===== config.mk =====
export PLATFORM = sky130hd
export DESIGN_NAME = bip_skid
export DESIGN_NICKNAME = d
export VERILOG_FILES = /design/src/bip_pkg.sv /design/src/bip_skid.sv
export SDC_FILE = /design/constraint.sdc
export NUM_CORES = 1
export LEC_CHECK = 0
export BUFFER_PORTS_ARGS = -buffer_cell sky130_fd_sc_hd__buf_2
export CELL_PAD_IN_SITES_DETAIL_PLACEMENT = 1
export CELL_PAD_IN_SITES_GLOBAL_PLACEMENT = 1
export CORE_UTILIZATION = 45
export CTS_CLUSTER_DIAMETER = 200
export CTS_CLUSTER_SIZE = 14
export DETAILED_ROUTE_END_ITERATION = 10
export PLACE_DENSITY_LB_ADDON = 0.08
export SLEW_MARGIN = 20
export SYNTH_ARGS = -nofsm -noshare
export SYNTH_HDL_FRONTEND = slang
export SYNTH_SLANG_ARGS = --single-unit

===== constraint.sdc =====
create_clock -name clk -period 3.9 [get_ports clk]
set_input_delay 0.78 -clock clk [delete_from_list [all_inputs] [get_ports clk]]
set_output_delay 0.78 -clock clk [all_outputs]
set_load 0.03 [all_outputs]

===== src/bip_pkg.sv =====
// shared constants and types for the bernstein iteration palette
package bip_pkg;

	localparam int ITER_WIDTH_DEF = 16;
	localparam int FRAC_BITS_DEF  = 24;
	localparam int ITER_LIMIT_RST = 64;

	localparam int CH_W    = 8;
	localparam int SCALE_W = 13;

	// 9 * 255, 15 * 255 and 8.5 * 255 * 2 (blue takes one extra shift)
	localparam logic [SCALE_W-1:0] RED_SCALE   = 13'd2295;
	localparam logic [SCALE_W-1:0] GREEN_SCALE = 13'd3825;
	localparam logic [SCALE_W-1:0] BLUE_SCALE  = 13'd4335;

	typedef struct packed {
		logic [CH_W-1:0] blue;
		logic [CH_W-1:0] green;
		logic [CH_W-1:0] red;
	} rgb_t;

endpackage


===== src/bip_skid.sv =====
// output register with a skid entry so the pipeline stalls on a registered ready
module bip_skid (
	input  logic          clk,
	input  logic          arst_n,
	input  logic          in_valid,
	input  bip_pkg::rgb_t in_data,
	output logic          in_ready,
	output logic          out_valid,
	output bip_pkg::rgb_t out_data,
	input  logic          out_ready
);

	logic          out_valid_q;
	logic          skid_valid_q;
	bip_pkg::rgb_t out_q;
	bip_pkg::rgb_t skid_q;
	logic          take_in;
	logic          out_free;

	assign in_ready = !skid_valid_q;
	assign take_in  = in_valid && !skid_valid_q;
	assign out_free = !out_valid_q || out_ready;

	always_ff @(posedge clk or negedge arst_n) begin
		if (!arst_n) begin
			out_valid_q  <= 1'b0;
			skid_valid_q <= 1'b0;
		end else if (skid_valid_q) begin
			if (out_ready) begin
				skid_valid_q <= 1'b0;
			end
		end else if (take_in) begin
			if (out_free) begin
				out_valid_q <= 1'b1;
			end else begin
				skid_valid_q <= 1'b1;
			end
		end else if (out_ready) begin
			out_valid_q <= 1'b0;
		end
	end

	always_ff @(posedge clk) begin
		if (skid_valid_q) begin
			if (out_ready) begin
				out_q <= skid_q;
			end
		end else if (take_in) begin
			if (out_free) begin
				out_q <= in_data;
			end else begin
				skid_q <= in_data;
			end
		end
	end

	assign out_valid = out_valid_q;
	assign out_data  = out_q;

endmodule


# Yosys cells after proc, flatten, opt, wreduce, memory -nomap -nowiden
# Index checks and enable logic that the tools add are counted.
# op_classes
n_shift	0
n_bitwise	2
addsub	0
n_mul	0
div	0
mux	11
magnitude_cmp	0
reduce_logical	10
eq_ne	2
# op_table
op	n
2-to-1 mux 24 bit	4
AND reduction 3 bit	3
2-to-1 mux 1 bit	7
nonzero test 2 bit	3
logical NOT 1 bit	2
!= test 2 x 1 -> 1 bit (second input constant)	1
!= test 2 bit (second input constant)	1
NOT 1 bit	2
logical AND 1 bit	1
logical OR 1 bit	1
# totals
rom_bits	0
ff_bits	50
mem_count	0
wordCells	33
latch_bits	0
ramBits	0
output_inout_bits	26

# Logic depth before layout (Yosys ltp)
# logic_depth
depth_word	5
mapped_depth	3
mapped_depth_nobuf	2

# Worst setup path after synthesis
# OpenSTA, ideal clock, no wires.
# synth_path
kind	input -> register
start	in out_ready
end	reg out_q (netlist bit out_data[0]), enable pin
stages	1
setup_slack_ns	2.117
path_buffers	0
t_arrival_ns	1.400
cell_sequence	o22a_1
# synth_via
elab_chain_cells	3
# synth_rtl
item	line_no	rtl
start: declaration	bip_skid.sv:10	input logic out_ready
logical OR 1 bit	bip_skid.sv:22	assign out_free = !out_valid_q || out_ready;
nonzero test 2 bit (no source line)	n/a	
AND reduction 3 bit (no source line) *	n/a	
end signal: assignment	bip_skid.sv:46	out_q <= skid_q;
end signal: assignment	bip_skid.sv:50	out_q <= in_data;
end: declaration	bip_skid.sv:15	bip_pkg::rgb_t out_q;
# Mark *: on every way between the ends. The rest lies on a longest branch, timed or not.
# A chain may end at the register's enable or synchronous reset.

# Worst setup path in the final report
# layout_path
start	reg skid_valid_q
end	out in_ready
# layout_via
elab_chain_cells	1
# layout_rtl
item	line_no	rtl
start: declaration	bip_skid.sv:14	logic skid_valid_q;
start signal: assignment	bip_skid.sv:27	skid_valid_q <= 1'b0;
start signal: assignment	bip_skid.sv:30	skid_valid_q <= 1'b0;
start signal: assignment	bip_skid.sv:36	skid_valid_q <= 1'b1;
logical NOT 1 bit	bip_skid.sv:20	assign in_ready = !skid_valid_q;
end: declaration	bip_skid.sv:7	output logic in_ready,
# No other way between the ends.

==> summary.txt <==
Outcome: completed
Hold Crit Class: primary input to async pin
Tcrit/Tclk final: 49.6%
Register area share after synthesis: 80.2%
Core area: 0.00397 mm^2
CTS buffer count: 5
Crit path max fanout: 12
CP peak stage delay: 590 ps
Top post-synthesis cells by count: edfxtp_1, mux2_2, buf_6, mux2_4
Post-synth EDFFs: 48
DRT antenna net count: 0
Post-DP HPWL: 2.29 mm
Mapped Cells: 85
Worst-Skew Late Latency: 300 ps
Total grt overflow: 0
Worst hold margin: 249 ps
Resized cells post-CTS: 0
H-tree depth: 2
Synth Cell Area: 0.00186 mm^2
Wirelength per Cell: 16.9 um
Setup TNS: 0 ps
Overall routed net length: 3.26 mm
Initial antenna violation count: 0
CP max stage cell: dfrtp_1
Top cell type's share of synthesized area: 77.5%
Number of DRC markers in iteration 0: 37
Worst Reg2Reg Path Length in Cells: 1
Area Growth Syn to Fin: 20.5%
Row count: 23
Hold Vio Cnt, Final: 0
CP startpoint kind: flop
Crit path time final: 1930 ps
Drt drc: 0
CP Cell Sequence: inv_2, buf_2
Clock skew: 3.48 ps
Leakage: 0.853 nW
Global-route wire length before repair: 5.03 mm
Initial core utilization: 46.8%
Max_slew headroom: 57.6%
First drt pass iteration count: 3
Main synth FF type: edfxtp_1
Clock tree buffer depth: 2
Pin count of the biggest net entering global routing: 25
CTS Hold Buffers Added: 0
Worst slew pin tran: 636 ps
Max VDD drop: 0.000293 V
CTS Sinks: 50
Crit path DAT: 1150 ps
Maxcap violations: 0
Ys async rst share: 4.00%
Synth area leader: edfxtp_1
Max Slew Vio Count: 0
I/O pin total: 54
Gp weighted congestion: 0.607
Die height: 66.3 um
Number of global-route vias before repair: 1005
Yosys Warn Count: 0
Critical path type: flop to output port
Critical Path End Type: output port
Clock root cell: clkbuf_8
Layout net count: 171
# setup viols final: 0
Total track usage: 16.6%
Count leader, synth: edfxtp_1
Syn_nets: 113
Synth top area cells: edfxtp_1, mux2_2, dfrtp_1, mux2_4, buf_6
Routed via count: 949
Post-CTS Setup Inserts: 0
CTS tree: built
Worst Path Required: 3120 ps
Cell variety after synth: 12
Die area: 0.00439 mm^2
Flops & latches, synth: 50
DR vias/cell: 4.92
Fraction of layout cells with a size suffix above 1: 61.5%
I/O Buffers: 53
Ant. Diodes: 0
Overall die width: 66.3 um
Pwr dens: 490 mW/mm^2
Max Fclk: 0.517 GHz
Clock slew at reported path FFs: 80 ps
Unrepaired setup endpoints after global routing: no
Syn Area/Cell: 21.9 um^2
-- registers in the layout, summed over array words and instances, names as in the netlist --
register / cells
skid_valid_q: 1
out_valid: 1
out_data: 24
skid_q: 24
-- stage by stage --
stage	total power [W]	instance area, um^2	setup WS [ps]	util [%]	instances
floorplan	0.000783	1860	2120	-	85
global placement	0.000830	2160	1730	54.4	186
detailed placement	0.000839	2160	1670	54.4	186
CTS	0.00112	2240	1890	56.4	193
global route	0.00114	2240	1910	56.4	193
finish	0.00110	2240	1970	56.4	193
-- worst paths after layout --
kind                         startpoint           end  slack [ps]
min                              arst_n     out_valid         250
min reg2reg                   skid_q[7]   out_data[7]         550
min in group clk              skid_q[7]   out_data[7]         550
max in group asynchronous        arst_n  skid_valid_q        3560
max                        skid_valid_q      in_ready        1970
max reg2reg                skid_valid_q     skid_q[4]        2210
-- placed cells by master (no fill, tap or decap), drive strengths merged, types with 2 or more instances in the layout --
| master | count |
|---|---|
| clkbuf | 5 |
| nor2 | 2 |
| clkinv | 2 |
| dfrtp | 2 |
| buf | 54 |
| edfxtp | 48 |
| mux2 | 24 |
-- final cells by class --
cell class	count	area (um^2)
sequential	50	1490
multi-input combinational	31	332
clock buffer	5	68.8
tap	50	62.6
timing repair buffer	54	273
inverter	1	3.75
clock inverter	2	10.0
fill	392	1730
-- cells by family (layout without fill, tap and decap cells) --
group | count (synthesis) | in the layout | synth area share, %
flip-flops | 50 | 50 | 80.2
multiplexers | 24 | 24 | 15.1
AND/OR/NAND/NOR | 4 | 4 | 1.41
buffers and inverters | 4 | 62 | 2.02
AO/OA/AOI/OAI | 3 | 3 | 1.21
-- worst max-delay path: cells and delay by family (launching register included) --
| family | cells | cell delay, ps |
|---|---|---|
| DFF | 1 | 590 |
| buffers and inverters | 2 | 270 |
-- routing by layer --
layer	track usage, %	routed length (um)
met5	0	0
met4	6.38	41
met3	6.21	205
met2	26.5	1620
met1	20.5	1390
-- power by group --
group,switching (W),internal [W]
clock network,0.000156,0.000120
registers,0.0000149,0.000640
logic,0.000107,0.0000593
No activity file was read; power rests on OpenSTA's default activity.
