`config.mk`:
```
export PLATFORM = sky130hd
export DESIGN_NAME = bip_divider
export DESIGN_NICKNAME = d
export VERILOG_FILES = /design/src/bip_pkg.sv /design/src/bip_divider.sv
export SDC_FILE = /design/constraint.sdc
export NUM_CORES = 2
export LEC_CHECK = 0
export BUFFER_PORTS_ARGS = -buffer_cell sky130_fd_sc_hd__buf_2
export CORE_MARGIN = 2
export CORE_UTILIZATION = 35
export DETAILED_ROUTE_END_ITERATION = 6
export GPL_TIMING_DRIVEN = 0
export HOLD_SLACK_MARGIN = 0.1
export SKIP_LAST_GASP = 1
export SYNTH_ARGS = -nofsm -noshare
export SYNTH_HDL_FRONTEND = slang
export SYNTH_SLANG_ARGS = --single-unit
```
`constraint.sdc`:
```
create_clock -name clk -period 5.6 [get_ports clk]
set_input_delay 0.28 -clock clk [delete_from_list [all_inputs] [get_ports clk]]
set_output_delay 0.28 -clock clk [all_outputs]
set_load 0.01 [all_outputs]
```
`src/bip_pkg.sv`:
```
// shared constants and types for the bernstein iteration palette
package bip_pkg;

	localparam int ITER_WIDTH_DEF = 16;
	localparam int FRAC_BITS_DEF  = 24;
	localparam int ITER_LIMIT_RST = 64;

	localparam int CH_W    = 8;
	localparam int SCALE_W = 13;

	// 9 * 255, 15 * 255 and 8.5 * 255 * 2 (blue takes one extra shift)
	localparam logic [SCALE_W-1:0] RED_SCALE   = 13'd2295;
	localparam logic [SCALE_W-1:0] GREEN_SCALE = 13'd3825;
	localparam logic [SCALE_W-1:0] BLUE_SCALE  = 13'd4335;

	typedef struct packed {
		logic [CH_W-1:0] blue;
		logic [CH_W-1:0] green;
		logic [CH_W-1:0] red;
	} rgb_t;

endpackage

```
`src/bip_divider.sv`:
```
// clamp stage and bit-per-stage restoring divider that forms t = iter / limit
module bip_divider #(
	parameter int ITER_WIDTH = bip_pkg::ITER_WIDTH_DEF,
	parameter int FRAC_BITS  = bip_pkg::FRAC_BITS_DEF
) (
	input  logic                  clk,
	input  logic                  arst_n,
	input  logic                  en,
	input  logic                  in_valid,
	input  logic [ITER_WIDTH-1:0] iter,
	input  logic [ITER_WIDTH-1:0] limit,
	output logic                  out_valid,
	output logic [FRAC_BITS:0]    t
);

	localparam logic [FRAC_BITS:0] FX_ONE = {1'b1, {FRAC_BITS{1'b0}}};

	logic                  valid_s [0:FRAC_BITS];
	logic                  full_s  [0:FRAC_BITS];
	logic [ITER_WIDTH-1:0] rem_s   [0:FRAC_BITS];
	logic [FRAC_BITS-1:0]  quo_s   [0:FRAC_BITS];

	logic                  at_limit;

	// counts at or above the limit give t = 1
	assign at_limit = (iter >= limit);

	always_ff @(posedge clk or negedge arst_n) begin
		if (!arst_n) begin
			valid_s[0] <= 1'b0;
		end else if (en) begin
			valid_s[0] <= in_valid;
		end
	end

	always_ff @(posedge clk) begin
		if (en) begin
			full_s[0] <= at_limit;
			rem_s[0]  <= at_limit ? '0 : iter;
			quo_s[0]  <= '0;
		end
	end

	for (genvar k = 1; k <= FRAC_BITS; k++) begin : g_step
		logic [ITER_WIDTH:0] shifted;
		logic [ITER_WIDTH:0] diff;
		logic                take;

		assign shifted = {rem_s[k-1], 1'b0};
		assign diff    = shifted - {1'b0, limit};
		assign take    = (shifted >= {1'b0, limit});

		always_ff @(posedge clk or negedge arst_n) begin
			if (!arst_n) begin
				valid_s[k] <= 1'b0;
			end else if (en) begin
				valid_s[k] <= valid_s[k-1];
			end
		end

		always_ff @(posedge clk) begin
			if (en) begin
				full_s[k] <= full_s[k-1];
				rem_s[k]  <= take ? diff[ITER_WIDTH-1:0] : shifted[ITER_WIDTH-1:0];
				quo_s[k]  <= {quo_s[k-1][FRAC_BITS-2:0], take};
			end
		end
	end

	assign out_valid = valid_s[FRAC_BITS];
	assign t = full_s[FRAC_BITS] ? FX_ONE : {1'b0, quo_s[FRAC_BITS]};

endmodule

```
# ---- Word level (Yosys, flattened, before mapping)
# Memories as Yosys holds them, arrays and structs flattened.
# Index checks and enable logic that the tools add are counted.
dict set report totals {
  ff_bits 25
  ramBits 1025
  input_bits 36
  out_inout_bits 26
  wordCells 105
  memories 3
}
# memory depth word_bits read_ports rd_ports_with_merged_regs write_ports line
set memory_table {}
lappend memory_table {quo_s 25 24 25 0 25 bip_divider.sv:21} ;# logic [FRAC_BITS-1:0] quo_s [0:FRAC_BITS];
lappend memory_table {rem_s 25 16 24 0 25 bip_divider.sv:20} ;# logic [ITER_WIDTH-1:0] rem_s [0:FRAC_BITS];
lappend memory_table {full_s 25 1 25 0 25 bip_divider.sv:19} ;# logic full_s [0:FRAC_BITS];
dict set report classes {
  addsub 24
  n_lt_le_gt_ge 25
  muxes 28
}
# operator n
set op_table {}
lappend op_table {{greater-or-equal comparator 17 x 16 -> 1 bit} 24}
lappend op_table {{two-way mux 16 bit} 25}
lappend op_table {{subtractor 16 bit} 24}
lappend op_table {{two-way mux 25 bit} 1}
lappend op_table {{greater-or-equal comparator 16 bit} 1}
lappend op_table {{two-way mux 1 bit} 2}

# ---- Logic depth before layout (Yosys ltp)
# An unclocked memory read counts as a cell.
dict set report logic_depth {
  ltp_word 3
  depth_mapped 13
  ltp_nobuf 11
}

# ---- Worst setup path after synthesis
# No wires, ideal clock.
dict set report synth_timing {
  kind {input to register}
  startpoint {input port limit[0]}
  endpoint {memory rem_s[0][117] (netlist bit), data pin}
  setup_time_ps 260
  arrival_ps 3220
  required_time_ps 5340
  slack_ps 2120
  cell_stages 12
  n_path_buf 4
  path_cell_list {buf_2 clkbuf_1 clkinv_1 clkbuf_1 ha_1 nand4_1 nor3_1 a2111oi_0 inv_1 o31ai_2 buf_2 mux2_2}
}
# item line
set synth_lines {}
lappend synth_lines {{from (decl)} bip_divider.sv:11} ;# input logic [ITER_WIDTH-1:0] limit,
lappend synth_lines {{to (decl)} bip_divider.sv:20}

==> flow_summary.json <==
{
  "core_um2": 124000,
  "syn_area_per_cell_um2": 11.7,
  "ys_seq_area_frac": 0.500,
  "num_rows": 129,
  "max-cap-violations": 0,
  "synthTopCellsByCount": "709 x edfxtp_1, 399 x ha_1, 239 x nor2_1",
  "multi_input_area_um2": 21100,
  "cpMostUsedCell": "clkbuf_1",
  "cts_inserted_buffers": 87,
  "synth.yosys.warnings": 0,
  "area_delta_synth_final_pct": 13.7,
  "synth_adder_area_share": 0.124,
  "path_cells": "buf_4 -> buf_2 -> clkinv_2 -> clkbuf_2 -> buf_12 -> ha_1 -> nand4_1 -> nor3_1 -> a2111oi_0 -> a31o_2 -> clkbuf_1 -> clkbuf_1 -> o21ai_0",
  "fillers": 11900,
  "synth_mux_area_frac": 0.0543,
  "grt_max_degree": 126,
  "seq_area_um2": 21900,
  "critPathKind": "in2reg",
  "viasPerCell": 5.30,
  "cts_root_buf": "clkbuf_16",
  "netlist.area_leader.share": 0.485,
  "wl_um": 102000,
  "grt_pass1_wl_um": 159000,
  "gp_congestion": 0.868,
  "grt_pass1_vias": 28700,
  "critical_path_arrival_ns": 5.11,
  "final_antenna_net_count": 0,
  "ys_ff_latch": 734,
  "antenna_found_initial": 1,
  "synth_nets": 4207,
  "setup_tns_ns": 0,
  "power_density_nw_per_um2": 599,
  "cts_tree": "yes",
  "synthTopCellsByArea": "edfxtp_1 49%, ha_1 11%, mux2_2 4.6%, xnor2_1 3.1%, a21oi_1 2.7%",
  "grtUsageTotal": 0.156,
  "hp-class": "in2async",
  "rsz0062_at_grt": "false",
  "ir_worst_vdd_mv": 0.291,
  "crit_path_max_incr_delay_ns": 0.67,
  "first_pass_iters": 5,
  "fin_crit_sh": 0.850,
  "total_power_mw": 29.9,
  "finalClockSkew_ns": 0.0248,
  "ios": 62,
  "critPathCaptureType": "flip-flop",
  "port_buffers": 61,
  "drt_iter0_markers": 1955,
  "synth_area_um2": 43900,
  "clk_path_buf_depth": 3,
  "dpl_cell_area_um2": 46700,
  "finalInstanceArea_um2": 49900,
  "htree_levels": 3,
  "status": "finished clean",
  "synth_top_flop_cell": "edfxtp_1",
  "crit_path_max_fanout": 28,
  "cts.clk_slew.worst_paths_ns": 0.06,
  "finalSetupViolations": 0,
  "start_util": 0.354,
  "critPathLaunchType": "input pin",
  "synthSimpleGateAreaFrac": 0.111,
  "vias": 29900,
  "post-route-min-period_ns": 4.76,
  "cts_setup_buffers": 0,
  "syn_inst": 3749,
  "synth_compound_area_frac": 0.145,
  "overflow": 0,
  "async_flop_share": 0.0341,
  "dieArea_um2": 128000,
  "finalHoldViolations": 0,
  "layout-drive-gt1-share": 0.125,
  "drt_drc_violations_left": 0,
  "slowest_stage": "buf_2",
  "cts_sinks": 734,
  "p_leak_nw": 19.1,
  "synth-xor-area-share": 0.0479,
  "antenna_cells": 0,
  "fin_nets": 4395,
  "post_drt_wl_per_cell_um": 18.0,
  "insertion_delay_ns": 0.66,
  "synth_edf_count": 709,
  "fmax_mhz": 210,
  "max_slew_margin": 0.205,
  "ys_types": 88,
  "tightestPinTransition_ns": 1.19,
  "die_w_um": 358,
  "synth_top_family_by_area": "compound AO/OA/AOI/OAI gates",
  "slew_viol_final": 0,
  "required_ns": 5.95,
  "synth_top_area_cell": "edfxtp_1",
  "dp_hpwl_um": 69100,
  "die_h_um": 358,
  "synthMostInstantiatedCell": "edfxtp_1"
}
[critical path, delay by kind of cell]
kind / cells / cell delay [ns]
buffers and inverters: 7 / 3.31
adder cells (fa/ha/maj): 1 / 0.22
AO/OA/AOI/OAI: 3 / 1.08
AND/OR/NAND/NOR: 2 / 0.14
[layout make-up]
cell class	count	area share
Clock buffer	103	0.0472
Inverter	124	0.00936
Multi-Input combinational cell	2822	0.424
Timing Repair Buffer	100	0.0193
Clock inverter	58	0.0130
Sequential cell	734	0.439
Tap cell	1637	0.0411
Buffer	68	0.00655
[cells by family after synthesis]
family	Yosys count
fa+ha+maj	422
compound gates	969
buf+inv	193
xor+xnor	240
mux	211
flops	734
simple gates	980
[timing repair]
item / 4_1_cts / 5_1_grt
hold buffers: 19 / 0
endpoints found under the setup margin: 209 / 0
resized for setup: 2 / 0
endpoints found under the hold margin: 69 / 0
[layer usage]
metal,track usage,vias to the layer above,share of wire
li1,-,14700,-
met1,0.216,14400,0.47
met2,0.252,614,0.46
met3,0.0244,160,0.043
met4,0.0469,0,0.027
met5,0,-,0
[placed cells by master, fill, tap and decap left out, types with 19 or more instances in the layout]
cell type	instances
a211oi_1	41
a21o_1	93
a21oi_1	234
a31oi_1	22
and2_1	37
and3_1	24
buf_2	79
clkbuf_1	44
clkbuf_16	92
dfrtp_1	25
dlygate4sd3_1	19
edfxtp_1	709
fa_1	23
ha_1	399
inv_1	108
mux2_2	180
nand2_1	231
nand2b_1	71
nand3_1	49
nand4_1	55
nor2_1	239
nor2b_1	78
nor3_1	91
o211ai_1	25
o21a_1	78
o21ai_0	234
o31a_1	24
o31ai_1	45
or3_1	34
xnor2_1	157
xor2_1	83
[per-stage QoR]
stage / hold WS [ns] / worst slack [ns] / std cells / util
floorplan: -0.0156 / 2.12 / 3749 / -
global placement: 0.288 / -7.53 / 5447 / 0.373
detailed placement: 0.291 / -1.52 / 5467 / 0.377
CTS: 0.111 / 0.790 / 5646 / 0.402
global route: 0.185 / 0.656 / 5646 / 0.402
finish: 0.148 / 0.838 / 5646 / 0.402
[flip-flops by register name, indices dropped and copies added (netlist names)]
register and count:
full_s 25, out_valid 1, quo_s 300, rem_s 384
valid_s 24
[power by group]
part | leakage [nW] | switching (mW) | internal, mW
Clock | 1.45 | 2.35 | 3.60
Sequential | 7.24 | 0.957 | 8.77
Combinational | 10.4 | 7.64 | 6.56
Total | 19.1 | 10.9 | 18.9
[final timing paths]
kind                                    start             to  slack, ns  depth (start not counted)
max in group asynchronous              arst_n    valid_s[20]       5.09                          2
worst max register to register   rem_s[2][80]  rem_s[2][110]       2.08                         10
min in group clk                     in_valid    valid_s[24]       0.40                          3
worst min-delay path                   arst_n     valid_s[4]       0.15                          2
worst min register to register  quo_s[14][10]  quo_s[15][11]       0.41                          0
worst max-delay path                 limit[0]   rem_s[0][40]       0.84                         13
No activity file was read; power rests on OpenSTA's default activity.
